<file path="src/rtl/clcd_pkg.sv">
// Package for the character LCD sequencer: request codes, queue entry type,
// delay constants and the init command table. No dependencies.
`default_nettype none
package clcd_pkg;

  typedef enum logic [2:0] {
    CMD_INIT      = 3'd0,
    CMD_BYTE      = 3'd1,
    CMD_DATA      = 3'd2,
    CMD_CURSOR    = 3'd3,
    CMD_CLEAR     = 3'd4,
    CMD_STR_START = 3'd5,
    CMD_STR_CHAR  = 3'd6
  } cmd_e;

  typedef enum logic {
    CFG_DELAY_SHIFT    = 1'b0,
    CFG_CHARS_PER_LINE = 1'b1
  } cfg_idx_e;

  typedef enum logic {
    F_IDLE,
    F_ISSUE
  } front_state_e;

  typedef enum logic [1:0] {
    B_IDLE,
    B_LEAD,
    B_NIB
  } back_state_e;

  // One queue entry: a byte with its lead wait, or the init nibble prelude
  typedef struct packed {
    logic       init_head;
    logic       rs;
    logic [7:0] val;
    logic       last;
  } job_t;

  localparam int QUEUE_DEPTH = 4;
  localparam int UNITS_W     = 13;
  localparam int WAIT_W      = 25;
  localparam int SHIFT_W     = 4;
  localparam int CPL_W       = 6;
  localparam int COUNT_W     = 6;
  localparam int JOBS_W      = 3;

  localparam logic [3:0]         MAX_SHIFT  = 4'd12;
  localparam logic [COUNT_W-1:0] COUNT_MAX  = 6'd63;
  localparam logic [7:0]         DDRAM_SET  = 8'h80;
  localparam logic [7:0]         CLEAR_BYTE = 8'h01;
  localparam logic [3:0]         NIB_WAKE   = 4'h3;
  localparam logic [3:0]         NIB_4BIT   = 4'h2;

  localparam logic [UNITS_W-1:0] CMD_LEAD   = 13'd1500;
  localparam logic [UNITS_W-1:0] DATA_LEAD  = 13'd200;
  localparam logic [UNITS_W-1:0] NIB_UNITS  = 13'd2;
  localparam logic [UNITS_W-1:0] WAKE_TAIL0 = 13'd4100;
  localparam logic [UNITS_W-1:0] WAKE_TAIL1 = 13'd100;

  localparam logic [JOBS_W-1:0]  INIT_JOBS  = 3'd6;

  function automatic logic [7:0] init_byte(input logic [JOBS_W-1:0] idx);
    logic [7:0] b;
    case (idx)
      3'd1:    b = 8'h28;
      3'd2:    b = 8'h0C;
      3'd3:    b = 8'h06;
      3'd4:    b = 8'h40;
      default: b = 8'h80;
    endcase
    return b;
  endfunction

endpackage
`default_nettype wire

</file>
<file path="src/rtl/clcd_req_if.sv">
// Request channel: valid/ready handshake with the request fields.
// Depends on nothing.
`default_nettype none
interface clcd_req_if;
  logic       valid;
  logic       ready;
  logic [2:0] cmd;
  logic [7:0] byte_value;
  logic [6:0] column;
  logic [1:0] line;

  modport source (output valid, cmd, byte_value, column, line, input ready);
  modport sink (input valid, cmd, byte_value, column, line, output ready);
endinterface
`default_nettype wire

</file>
<file path="src/rtl/clcd_step_if.sv">
// Pin step channel: valid/ready handshake with one timed pin state.
// Depends on nothing.
`default_nettype none
interface clcd_step_if;
  logic        valid;
  logic        ready;
  logic        reg_select;
  logic        enable;
  logic [3:0]  nibble;
  logic [24:0] wait_cycles;
  logic        last;

  modport source (output valid, reg_select, enable, nibble, wait_cycles, last,
                  input ready);
  modport sink (input valid, reg_select, enable, nibble, wait_cycles, last,
                output ready);
endinterface
`default_nettype wire

</file>
<file path="src/rtl/clcd_front.sv">
// Front end: accepts requests, keeps the string character count and issues
// byte jobs into the queue. Depends on clcd_pkg and clcd_req_if.
`default_nettype none
module clcd_front
  import clcd_pkg::*;
#(
  parameter int LINE_STRIDE = 40
) (
  input  wire logic             clk_i,
  input  wire logic             rst_ni,
  clcd_req_if.sink              req_i,
  input  wire logic [CPL_W-1:0] chars_per_line_i,
  output job_t                  job_o,
  output logic                  push_o,
  input  wire logic             full_i
);

  front_state_e        state_q, state_d;
  logic [COUNT_W-1:0]  count_q, count_d;
  cmd_e                cmd_q;
  logic [7:0]          val_q;
  logic [6:0]          addr_q;
  logic                wrap_q;
  logic [JOBS_W-1:0]   njobs_q, idx_q, idx_d;
  logic [JOBS_W-1:0]   njobs;
  logic [6:0]          addr;
  logic                wrap;
  logic                accept;
  logic                last_push;
  logic [COUNT_W-1:0]  count_inc;

  assign req_i.ready = (state_q == F_IDLE);
  assign accept      = req_i.valid && req_i.ready;
  assign count_inc   = count_q + COUNT_W'(1);

  always_comb begin
    njobs   = '0;
    wrap    = 1'b0;
    count_d = count_q;
    addr    = 7'(int'(req_i.line) * LINE_STRIDE) + req_i.column;
    case (req_i.cmd)
      CMD_INIT: begin
        njobs = INIT_JOBS;
      end
      CMD_BYTE, CMD_DATA, CMD_CURSOR: begin
        njobs = JOBS_W'(1);
      end
      CMD_CLEAR: begin
        njobs = JOBS_W'(2);
        addr  = '0;
      end
      CMD_STR_START: begin
        njobs   = JOBS_W'(1);
        addr    = '0;
        count_d = '0;
      end
      CMD_STR_CHAR: begin
        addr = 7'(LINE_STRIDE);
        if (req_i.byte_value != 8'h00) begin
          if (count_q != COUNT_MAX) begin
            count_d = count_inc;
            wrap    = (count_inc == chars_per_line_i);
          end
          njobs = wrap ? JOBS_W'(2) : JOBS_W'(1);
        end
      end
      default: begin
        njobs = '0;
      end
    endcase
    if (!accept) begin
      count_d = count_q;
    end
  end

  assign last_push = push_o && (idx_q == njobs_q - JOBS_W'(1));

  always_comb begin
    state_d = state_q;
    idx_d   = idx_q;
    case (state_q)
      F_IDLE: begin
        idx_d = '0;
        if (accept && njobs != '0) begin
          state_d = F_ISSUE;
        end
      end
      F_ISSUE: begin
        if (push_o) begin
          idx_d = idx_q + JOBS_W'(1);
        end
        if (last_push) begin
          state_d = F_IDLE;
        end
      end
      default: begin
        state_d = F_IDLE;
      end
    endcase
  end

  always_comb begin
    push_o = (state_q == F_ISSUE) && !full_i;
    job_o  = '{init_head: 1'b0, rs: 1'b0, val: DDRAM_SET | {1'b0, addr_q}, last: 1'b1};
    case (cmd_q)
      CMD_INIT: begin
        job_o.init_head = (idx_q == '0);
        job_o.val       = init_byte(idx_q);
        job_o.last      = (idx_q == INIT_JOBS - JOBS_W'(1));
      end
      CMD_BYTE: begin
        job_o.val = val_q;
      end
      CMD_DATA: begin
        job_o.rs  = 1'b1;
        job_o.val = val_q;
      end
      CMD_CLEAR: begin
        if (idx_q == '0) begin
          job_o.val  = CLEAR_BYTE;
          job_o.last = 1'b0;
        end
      end
      CMD_STR_CHAR: begin
        if (idx_q == '0) begin
          job_o.rs   = 1'b1;
          job_o.val  = val_q;
          job_o.last = !wrap_q;
        end
      end
      default: begin
      end
    endcase
  end

  always_ff @(posedge clk_i or negedge rst_ni) begin
    if (!rst_ni) begin
      state_q <= F_IDLE;
      count_q <= '0;
      idx_q   <= '0;
    end else begin
      state_q <= state_d;
      count_q <= count_d;
      idx_q   <= idx_d;
    end
  end

  always_ff @(posedge clk_i) begin
    if (accept) begin
      cmd_q   <= cmd_e'(req_i.cmd);
      val_q   <= req_i.byte_value;
      addr_q  <= addr;
      wrap_q  <= wrap;
      njobs_q <= njobs;
    end
  end

endmodule
`default_nettype wire

</file>
<file path="src/rtl/clcd_fifo.sv">
// Short job queue between front and back end.
// Depends on clcd_pkg.
`default_nettype none
module clcd_fifo
  import clcd_pkg::*;
(
  input  wire logic clk_i,
  input  wire logic rst_ni,
  input  job_t      wr_job_i,
  input  wire logic push_i,
  output logic      full_o,
  output job_t      rd_job_o,
  input  wire logic pop_i,
  output logic      empty_o
);

  localparam int PTR_W = $clog2(QUEUE_DEPTH);

  job_t             mem_q [QUEUE_DEPTH];
  logic [PTR_W-1:0] wr_ptr_q, rd_ptr_q;
  logic [PTR_W:0]   fill_q;

  assign full_o   = (fill_q == (PTR_W+1)'(QUEUE_DEPTH));
  assign empty_o  = (fill_q == '0);
  assign rd_job_o = mem_q[rd_ptr_q];

  always_ff @(posedge clk_i) begin
    if (push_i) begin
      mem_q[wr_ptr_q] <= wr_job_i;
    end
  end

  always_ff @(posedge clk_i or negedge rst_ni) begin
    if (!rst_ni) begin
      wr_ptr_q <= '0;
      rd_ptr_q <= '0;
      fill_q   <= '0;
    end else begin
      if (push_i) begin
        wr_ptr_q <= wr_ptr_q + PTR_W'(1);
      end
      if (pop_i) begin
        rd_ptr_q <= rd_ptr_q + PTR_W'(1);
      end
      fill_q <= fill_q + (PTR_W+1)'(push_i) - (PTR_W+1)'(pop_i);
    end
  end

endmodule
`default_nettype wire

</file>
<file path="src/rtl/clcd_back.sv">
// Back end: expands queued jobs into timed pin steps behind an output register.
// Depends on clcd_pkg and clcd_step_if.
`default_nettype none
module clcd_back
  import clcd_pkg::*;
(
  input  wire logic               clk_i,
  input  wire logic               rst_ni,
  input  job_t                    job_i,
  input  wire logic               empty_i,
  output logic                    pop_o,
  input  wire logic [SHIFT_W-1:0] delay_shift_i,
  clcd_step_if.source             step_o
);

  back_state_e         state_q, state_d;
  job_t                job_q;
  logic [2:0]          nstep_q, nstep_d;
  logic                rs_lvl_q, nib_lvl_d;
  logic [3:0]          nib_lvl_q;
  logic                o_valid_q;
  logic                o_rs_q, o_en_q, o_last_q;
  logic [3:0]          o_nib_q;
  logic [WAIT_W-1:0]   o_wait_q;
  logic                adv, emit, final_step;
  logic [2:0]          final_idx;
  logic [1:0]          nib_idx;
  logic                e_rs, e_en, e_last;
  logic [3:0]          e_nib;
  logic [UNITS_W-1:0]  e_units, tail;
  logic [3:0]          sh;

  assign adv        = !o_valid_q || step_o.ready;
  assign final_idx  = job_q.init_head ? 3'd7 : 3'd3;
  assign final_step = (nstep_q == final_idx);
  assign nib_idx    = nstep_q[2:1];
  assign sh         = (delay_shift_i > MAX_SHIFT) ? MAX_SHIFT : delay_shift_i;
  assign nib_lvl_d  = 1'b0;

  always_comb begin
    state_d = state_q;
    nstep_d = nstep_q;
    case (state_q)
      B_IDLE: begin
        if (!empty_i) begin
          state_d = B_LEAD;
        end
      end
      B_LEAD: begin
        nstep_d = '0;
        if (adv) begin
          state_d = B_NIB;
        end
      end
      B_NIB: begin
        if (adv) begin
          nstep_d = nstep_q + 3'd1;
          if (final_step) begin
            state_d = B_IDLE;
          end
        end
      end
      default: begin
        state_d = B_IDLE;
      end
    endcase
  end

  always_comb begin
    pop_o  = (state_q == B_IDLE) && !empty_i;
    emit   = 1'b0;
    e_rs   = rs_lvl_q;
    e_en   = 1'b0;
    e_nib  = nib_lvl_q;
    e_last = 1'b0;
    tail   = '0;
    if (job_q.init_head) begin
      if (nib_idx == 2'd0) begin
        tail = WAKE_TAIL0;
      end else if (nib_idx == 2'd1) begin
        tail = WAKE_TAIL1;
      end
    end
    e_units = NIB_UNITS;
    case (state_q)
      B_LEAD: begin
        emit    = adv;
        e_rs    = job_q.rs;
        e_units = job_q.rs ? DATA_LEAD : CMD_LEAD;
      end
      B_NIB: begin
        emit   = adv;
        e_en   = !nstep_q[0];
        e_last = job_q.last && final_step;
        if (job_q.init_head) begin
          e_nib = (nib_idx == 2'd3) ? NIB_4BIT : NIB_WAKE;
        end else begin
          e_nib = (nib_idx == 2'd0) ? job_q.val[7:4] : job_q.val[3:0];
        end
        if (nstep_q[0]) begin
          e_units = NIB_UNITS + tail;
        end
      end
      default: begin
      end
    endcase
  end

  assign step_o.valid       = o_valid_q;
  assign step_o.reg_select  = o_rs_q;
  assign step_o.enable      = o_en_q;
  assign step_o.nibble      = o_nib_q;
  assign step_o.wait_cycles = o_wait_q;
  assign step_o.last        = o_last_q;

  always_ff @(posedge clk_i or negedge rst_ni) begin
    if (!rst_ni) begin
      state_q   <= B_IDLE;
      nstep_q   <= '0;
      rs_lvl_q  <= 1'b0;
      nib_lvl_q <= {3'b000, nib_lvl_d};
      o_valid_q <= 1'b0;
    end else begin
      state_q <= state_d;
      nstep_q <= nstep_d;
      if (emit) begin
        rs_lvl_q  <= e_rs;
        nib_lvl_q <= e_nib;
        o_valid_q <= 1'b1;
      end else if (step_o.ready) begin
        o_valid_q <= 1'b0;
      end
    end
  end

  always_ff @(posedge clk_i) begin
    if (pop_o) begin
      job_q <= job_i;
    end
    if (emit) begin
      o_rs_q   <= e_rs;
      o_en_q   <= e_en;
      o_nib_q  <= e_nib;
      o_last_q <= e_last;
      o_wait_q <= WAIT_W'(e_units) << sh;
    end
  end

endmodule
`default_nettype wire

</file>
<file path="src/rtl/char_lcd_4bit_sequencer.sv">
// Character LCD sequencer for an HD44780-style controller on a 4-bit bus.
// Requests enter on req_i (valid/ready); each is turned into timed pin steps
// on step_o (valid/ready), one step per transfer, the final step of a request
// flagged by last. A step holds RS, E and the data nibble; its wait_cycles
// field is (delay units << delay_shift), shift capped at 12. The front end
// registers a request and queues one byte job per cycle while the queue is
// not full (six for init); the back end fetches a job in its idle state and
// then emits one step per cycle while the receiver takes them. A byte is a
// lead wait step plus four nibble steps. The first step passes the request
// registers, the queue and the job register before the output register.
// A stalled receiver holds the output register; the queue fills, and
// req_i.ready, low while a request is queued, stays low until the current
// request has been fully queued. Reset clears the string character count and
// pin levels and loads delay_shift 4 and chars_per_line 16. Write
// configuration through cfg_we_i/cfg_idx_i/cfg_data_i only while idle.
// Depends on clcd_pkg, clcd_req_if, clcd_step_if, clcd_front, clcd_fifo and
// clcd_back.
`default_nettype none
module char_lcd_4bit_sequencer
  import clcd_pkg::*;
#(
  parameter int LINE_STRIDE = 40
) (
  input  wire logic             clk_i,
  input  wire logic             rst_ni,
  clcd_req_if.sink              req_i,
  clcd_step_if.source           step_o,
  input  wire logic             cfg_we_i,
  input  wire logic             cfg_idx_i,
  input  wire logic [CPL_W-1:0] cfg_data_i
);

  logic [SHIFT_W-1:0] delay_shift_q;
  logic [CPL_W-1:0]   chars_per_line_q;
  job_t               fjob, bjob;
  logic               push, full, pop, empty;

  always_ff @(posedge clk_i or negedge rst_ni) begin
    if (!rst_ni) begin
      delay_shift_q    <= SHIFT_W'(4);
      chars_per_line_q <= CPL_W'(16);
    end else if (cfg_we_i) begin
      case (cfg_idx_e'(cfg_idx_i))
        CFG_DELAY_SHIFT:    delay_shift_q    <= cfg_data_i[SHIFT_W-1:0];
        CFG_CHARS_PER_LINE: chars_per_line_q <= cfg_data_i;
        default: begin
        end
      endcase
    end
  end

  clcd_front #(
    .LINE_STRIDE(LINE_STRIDE)
  ) u_front (
    .clk_i           (clk_i),
    .rst_ni          (rst_ni),
    .req_i           (req_i),
    .chars_per_line_i(chars_per_line_q),
    .job_o           (fjob),
    .push_o          (push),
    .full_i          (full)
  );

  clcd_fifo u_fifo (
    .clk_i   (clk_i),
    .rst_ni  (rst_ni),
    .wr_job_i(fjob),
    .push_i  (push),
    .full_o  (full),
    .rd_job_o(bjob),
    .pop_i   (pop),
    .empty_o (empty)
  );

  clcd_back u_back (
    .clk_i        (clk_i),
    .rst_ni       (rst_ni),
    .job_i        (bjob),
    .empty_i      (empty),
    .pop_o        (pop),
    .delay_shift_i(delay_shift_q),
    .step_o       (step_o)
  );

endmodule
`default_nettype wire

</file>
<file path="src/flat_wrapper.sv">
// flat-port wrapper written by rule: the top's interface ports become plain ports
module char_lcd_4bit_sequencer_flat import clcd_pkg::*;
#(
  parameter int LINE_STRIDE = 40
)
  (clk_i, rst_ni, cfg_we_i, cfg_idx_i, cfg_data_i, req_i_valid, req_i_cmd, req_i_byte_value, req_i_column, req_i_line, req_i_ready, step_o_valid, step_o_reg_select, step_o_enable, step_o_nibble, step_o_wait_cycles, step_o_last, step_o_ready);
  clcd_req_if req_i_i ();
  clcd_step_if step_o_i ();
  input  wire logic clk_i;
  input  wire logic rst_ni;
  input  wire logic cfg_we_i;
  input  wire logic cfg_idx_i;
  input  wire logic [CPL_W-1:0] cfg_data_i;
  input wire logic [$bits(req_i_i.valid)-1:0] req_i_valid;
  input wire logic [$bits(req_i_i.cmd)-1:0] req_i_cmd;
  input wire logic [$bits(req_i_i.byte_value)-1:0] req_i_byte_value;
  input wire logic [$bits(req_i_i.column)-1:0] req_i_column;
  input wire logic [$bits(req_i_i.line)-1:0] req_i_line;
  output wire logic [$bits(req_i_i.ready)-1:0] req_i_ready;
  output wire logic [$bits(step_o_i.valid)-1:0] step_o_valid;
  output wire logic [$bits(step_o_i.reg_select)-1:0] step_o_reg_select;
  output wire logic [$bits(step_o_i.enable)-1:0] step_o_enable;
  output wire logic [$bits(step_o_i.nibble)-1:0] step_o_nibble;
  output wire logic [$bits(step_o_i.wait_cycles)-1:0] step_o_wait_cycles;
  output wire logic [$bits(step_o_i.last)-1:0] step_o_last;
  input wire logic [$bits(step_o_i.ready)-1:0] step_o_ready;
  assign req_i_i.valid = req_i_valid;
  assign req_i_i.cmd = req_i_cmd;
  assign req_i_i.byte_value = req_i_byte_value;
  assign req_i_i.column = req_i_column;
  assign req_i_i.line = req_i_line;
  assign req_i_ready = req_i_i.ready;
  assign step_o_valid = step_o_i.valid;
  assign step_o_reg_select = step_o_i.reg_select;
  assign step_o_enable = step_o_i.enable;
  assign step_o_nibble = step_o_i.nibble;
  assign step_o_wait_cycles = step_o_i.wait_cycles;
  assign step_o_last = step_o_i.last;
  assign step_o_i.ready = step_o_ready;
  char_lcd_4bit_sequencer #(.LINE_STRIDE(LINE_STRIDE)) u_core (.clk_i(clk_i), .rst_ni(rst_ni), .req_i(req_i_i), .step_o(step_o_i), .cfg_we_i(cfg_we_i), .cfg_idx_i(cfg_idx_i), .cfg_data_i(cfg_data_i));
endmodule
</file>
<file path="config.mk">
export PLATFORM = sky130hd
export DESIGN_NAME = char_lcd_4bit_sequencer_flat
export DESIGN_NICKNAME = d
export VERILOG_FILES = /design/src/rtl/clcd_pkg.sv /design/src/rtl/clcd_req_if.sv /design/src/rtl/clcd_step_if.sv /design/src/rtl/clcd_front.sv /design/src/rtl/clcd_fifo.sv /design/src/rtl/clcd_back.sv /design/src/rtl/char_lcd_4bit_sequencer.sv /design/src/flat_wrapper.sv
export SDC_FILE = /design/constraint.sdc
export NUM_CORES = 1
export LEC_CHECK = 0
export BUFFER_PORTS_ARGS = -buffer_cell sky130_fd_sc_hd__buf_4
export CORE_ASPECT_RATIO = 2
export CORE_MARGIN = 2
export CORE_UTILIZATION = 55
export CTS_CLUSTER_SIZE = 10
export DETAILED_ROUTE_END_ITERATION = 7
export HOLD_SLACK_MARGIN = 0.02
export PLACE_DENSITY = 0.77
export SKIP_LAST_GASP = 1
export SYNTH_ARGS = -nofsm -noshare
export SYNTH_HDL_FRONTEND = slang
export SYNTH_SLANG_ARGS = --single-unit
</file>
<file path="constraint.sdc">
create_clock -name clk_i -period 6.69 [get_ports clk_i]
set_input_delay 1.338 -clock clk_i [delete_from_list [all_inputs] [get_ports clk_i]]
set_output_delay 1.338 -clock clk_i [all_outputs]
set_load 0.02 [all_outputs]
</file>
==> flow_summary.json <==
{
  "outcome": "completed",
  "yosys-mux-area-fraction_pct": 6.33,
  "yosysSeqAreaShare_pct": 59.3,
  "p_per_area_nw_per_um2": 468,
  "cap_violations": 0,
  "crit_type": "primary input to flip-flop",
  "wire_per_inst_um": 19.2,
  "final_net_count": 684,
  "synth_edf_count": 108,
  "hold_viol": 0,
  "diodes": 0,
  "min-delay-start": "u_core.u_back.nib_lvl_q[1]",
  "critPathMaxFanout": 6,
  "cp_cell_sequence": "buf_4 > nor4_1 > nand2_1 > and3_1 > mux2_2",
  "cpPeakStageDelay_ns": 0.68,
  "first_iter_violations": 230,
  "setup_viol": 0,
  "cp-start-kind": "primary input",
  "drcViolationCount": 0,
  "period_share_pct": 40.8,
  "syn_area_per_cell_um2": 12.4,
  "grt_pass1_vias": 4878,
  "place.gp.congestion": 0.890,
  "wirelength_um": 15200,
  "seq_area_um2": 4200,
  "syn_to_final_growth_pct": 16.3,
  "power.leakage_nw": 3.22,
  "grt_antenna_before_repair": 0,
  "crit_path_start": "req_i_byte_value[5]",
  "critPathArrivalTime_ns": 3.03,
  "syn_nets": 625,
  "dieArea_um2": 13800,
  "fin_tns_setup_ns": 0,
  "dieWidth_um": 84.2,
  "synth_compound_area_share_pct": 12.4,
  "crit_path_end_kind": "flip-flop",
  "synth_warnings": 0,
  "via_per_inst": 6.08,
  "die_h_um": 164,
  "synthSimpleGateAreaFrac_pct": 11.3,
  "rsz0062_at_grt": "no",
  "syn_area_um2": 7080,
  "fmax_mhz": 366,
  "synth_xor_xnor_area_share_pct": 2.97,
  "std_cell_rows": 58,
  "grtUsageTotal_pct": 22.7,
  "grt_overflow": 0,
  "insertion_delay_ns": 0.42,
  "maxSlewHeadroom_pct": 30.5,
  "cts.path.max_buffers": 2,
  "ys_seq_elements": 146,
  "synth_fa_ha_area_share_pct": 4.24,
  "dp_hpwl_um": 11200,
  "port_buffers": 64,
  "worst_pin_slew_ns": 1.04,
  "worstHoldPathType": "flip-flop to flip-flop",
  "cts_tree": "built",
  "drv_slew": 0,
  "power.total_mw": 3.85,
  "start_util_pct": 56.4,
  "drtPass1Iterations": 4,
  "period_needed_ns": 2.73,
  "clkTransAtPathRegs_ns": 0.07,
  "vdd_drop_max_v": 0.000292,
  "synthArstFlopShare_pct": 26.0,
  "cts_sinks": 146,
  "reg2reg_from": "u_core.u_fifo.fill_q[1]",
  "final_cell_mix": "edfxtp_1, buf_4, nand2_1",
  "synthCells": 571,
  "crit_family": "simple AND/OR/NAND/NOR gates",
  "synth_ff_type": "edfxtp_1",
  "cts_setup_buffers": 0,
  "num_io_pins": 66,
  "hold_buffers": 0,
  "synth_top_family_by_area": "compound AO/OA/AOI/OAI gates",
  "worst_path_max_delay_cell": "nor4_1",
  "mostFrequentLayoutCell": "edfxtp_1",
  "via_count": 4819,
  "grt_max_degree": 39,
  "cts-root-buf": "clkbuf_16",
  "ant_nets": 0,
  "nFillCells": 930,
  "grt_pass1_wl_um": 24300,
  "multiInputGateArea_um2": 2640,
  "core_um2": 12600,
  "ys_types": 70,
  "skew_ns": 0.00772,
  "cts_made_buffers": 17,
  "cts_max_level": 4,
  "cts_resized": 0,
  "drive_gt1_share_pct": 21.3,
  "worst-path-buf-inv": 1,
  "cp.required_ns": 6.99
}
==> routing by layer <==
metal / wire [µm] / part of all wire, % / vias up / track usage (%)
met4: 641 / 4.2 / 0 / 12.6
met5: 0 / 0 / - / 0
met2: 8940 / 59 / 186 / 45.0
li1: - / - / 2236 / -
met3: 585 / 3.8 / 45 / 3.85
met1: 5040 / 33 / 2352 / 21.3
==> worst paths after layout <==
kind / endpoint / slack (ns) / cells after the start
worst max-delay path: u_core.u_front.count_q[0] / 3.96 / 5
max in group asynchronous: u_core.u_back.step_o.valid / 5.43 / 1
min in group asynchronous: u_core.u_back.rs_lvl_q / 0.89 / 1
worst min register to register: u_core.u_back.nib_lvl_q[1] / 0.50 / 2
worst min-delay path: u_core.u_back.nib_lvl_q[1] / 0.50 / 2
worst max register to register: u_core.u_fifo.fill_q[2] / 4.07 / 10
==> cells in the mapped netlist, types with 10 or more instances <==
master / instances / area [µm²]
a21oi_1: 33 / 165
clkbuf_1: 13 / 48.8
dfrtp_1: 36 / 901
edfxtp_1: 108 / 3240
ha_1: 20 / 250
inv_1: 30 / 113
mux2_2: 16 / 180
mux4_2: 11 / 248
nand2_1: 48 / 180
nor2_1: 36 / 135
nor2b_1: 12 / 75.1
nor3_1: 10 / 50.1
o21ai_0: 33 / 165
xnor2_1: 16 / 140
==> cell type report <==
| class | count | area share [%] |
|---|---|---|
| well taps | 150 | 2.28 |
| inverters | 30 | 1.37 |
| repair buffers | 66 | 6.02 |
| clock buffers | 17 | 5.17 |
| multi-input cells | 369 | 32.1 |
| flip-flops and latches | 146 | 51.0 |
| clock inverters | 15 | 2.05 |
==> where the power goes <==
group | switching [mW] | total, mW | internal (mW) | leakage [nW]
Sequential | 0.212 | 1.63 | 1.42 | 1.48
Combinational | 0.743 | 1.28 | 0.533 | 1.44
Clock | 0.413 | 0.946 | 0.532 | 0.295
==> through the flow <==
| stage | instances | instance area (µm²) | utilization [%] | hold slack, ns | setup slack (ns) |
|---|---|---|---|---|---|
| after global routing | 793 | 8230 | 65.6 | 0.530 | 3.81 |
| after floorplan | 571 | 7080 | - | 0.451 | 3.36 |
| after detailed placement | 761 | 7640 | 60.8 | 0.491 | 3.41 |
| after CTS | 793 | 8230 | 65.6 | 0.505 | 3.84 |
| final | 793 | 8230 | 65.6 | 0.501 | 3.96 |
| after global placement | 761 | 7640 | 60.8 | 0.464 | 3.43 |
==> kinds of logic (layout without fill, tap and decap cells) <==
group	Yosys count	in the layout
DFF	146	146
muxes	29	29
other	1	1
adders and majority gates	23	23
xor gates and xnor gates	24	24
buffers and inverters	56	128
AOI/OAI and AO/OA	130	130
and+or+nand+nor	162	162
==> sequential cells by signal, indices dropped and copies added, names as in the netlist, 2 cells and up <==
signal / count
u_core.u_front.val_q: 8
u_core.u_back.step_o.wait_cycles: 24
u_core.u_front.addr_q: 7
u_core.u_back.nib_lvl_q: 4
u_core.u_fifo.mem_q: 44
u_core.u_back.step_o.nibble: 4
u_core.u_back.nstep_q: 3
u_core.u_back.job_q: 11
u_core.u_back.state_q: 2
u_core.delay_shift_q: 4
u_core.u_front.count_q: 6
u_core.u_front.idx_q: 3
u_core.u_front.njobs_q: 3
u_core.u_fifo.fill_q: 3
u_core.u_fifo.rd_ptr_q: 2
u_core.u_front.cmd_q: 3
u_core.chars_per_line_q: 6
u_core.u_fifo.wr_ptr_q: 2
==> worst reg2reg max path: cells and delay by family, from the launching register on <==
kind / cells / cell delay [ns]
simple gates: 2 / 0.64
flops: 1 / 0.43
fa+ha+maj: 3 / 0.80
xor+xnor: 2 / 0.32
buf+inv: 3 / 0.33
Power figures use the tool's default switching activity.
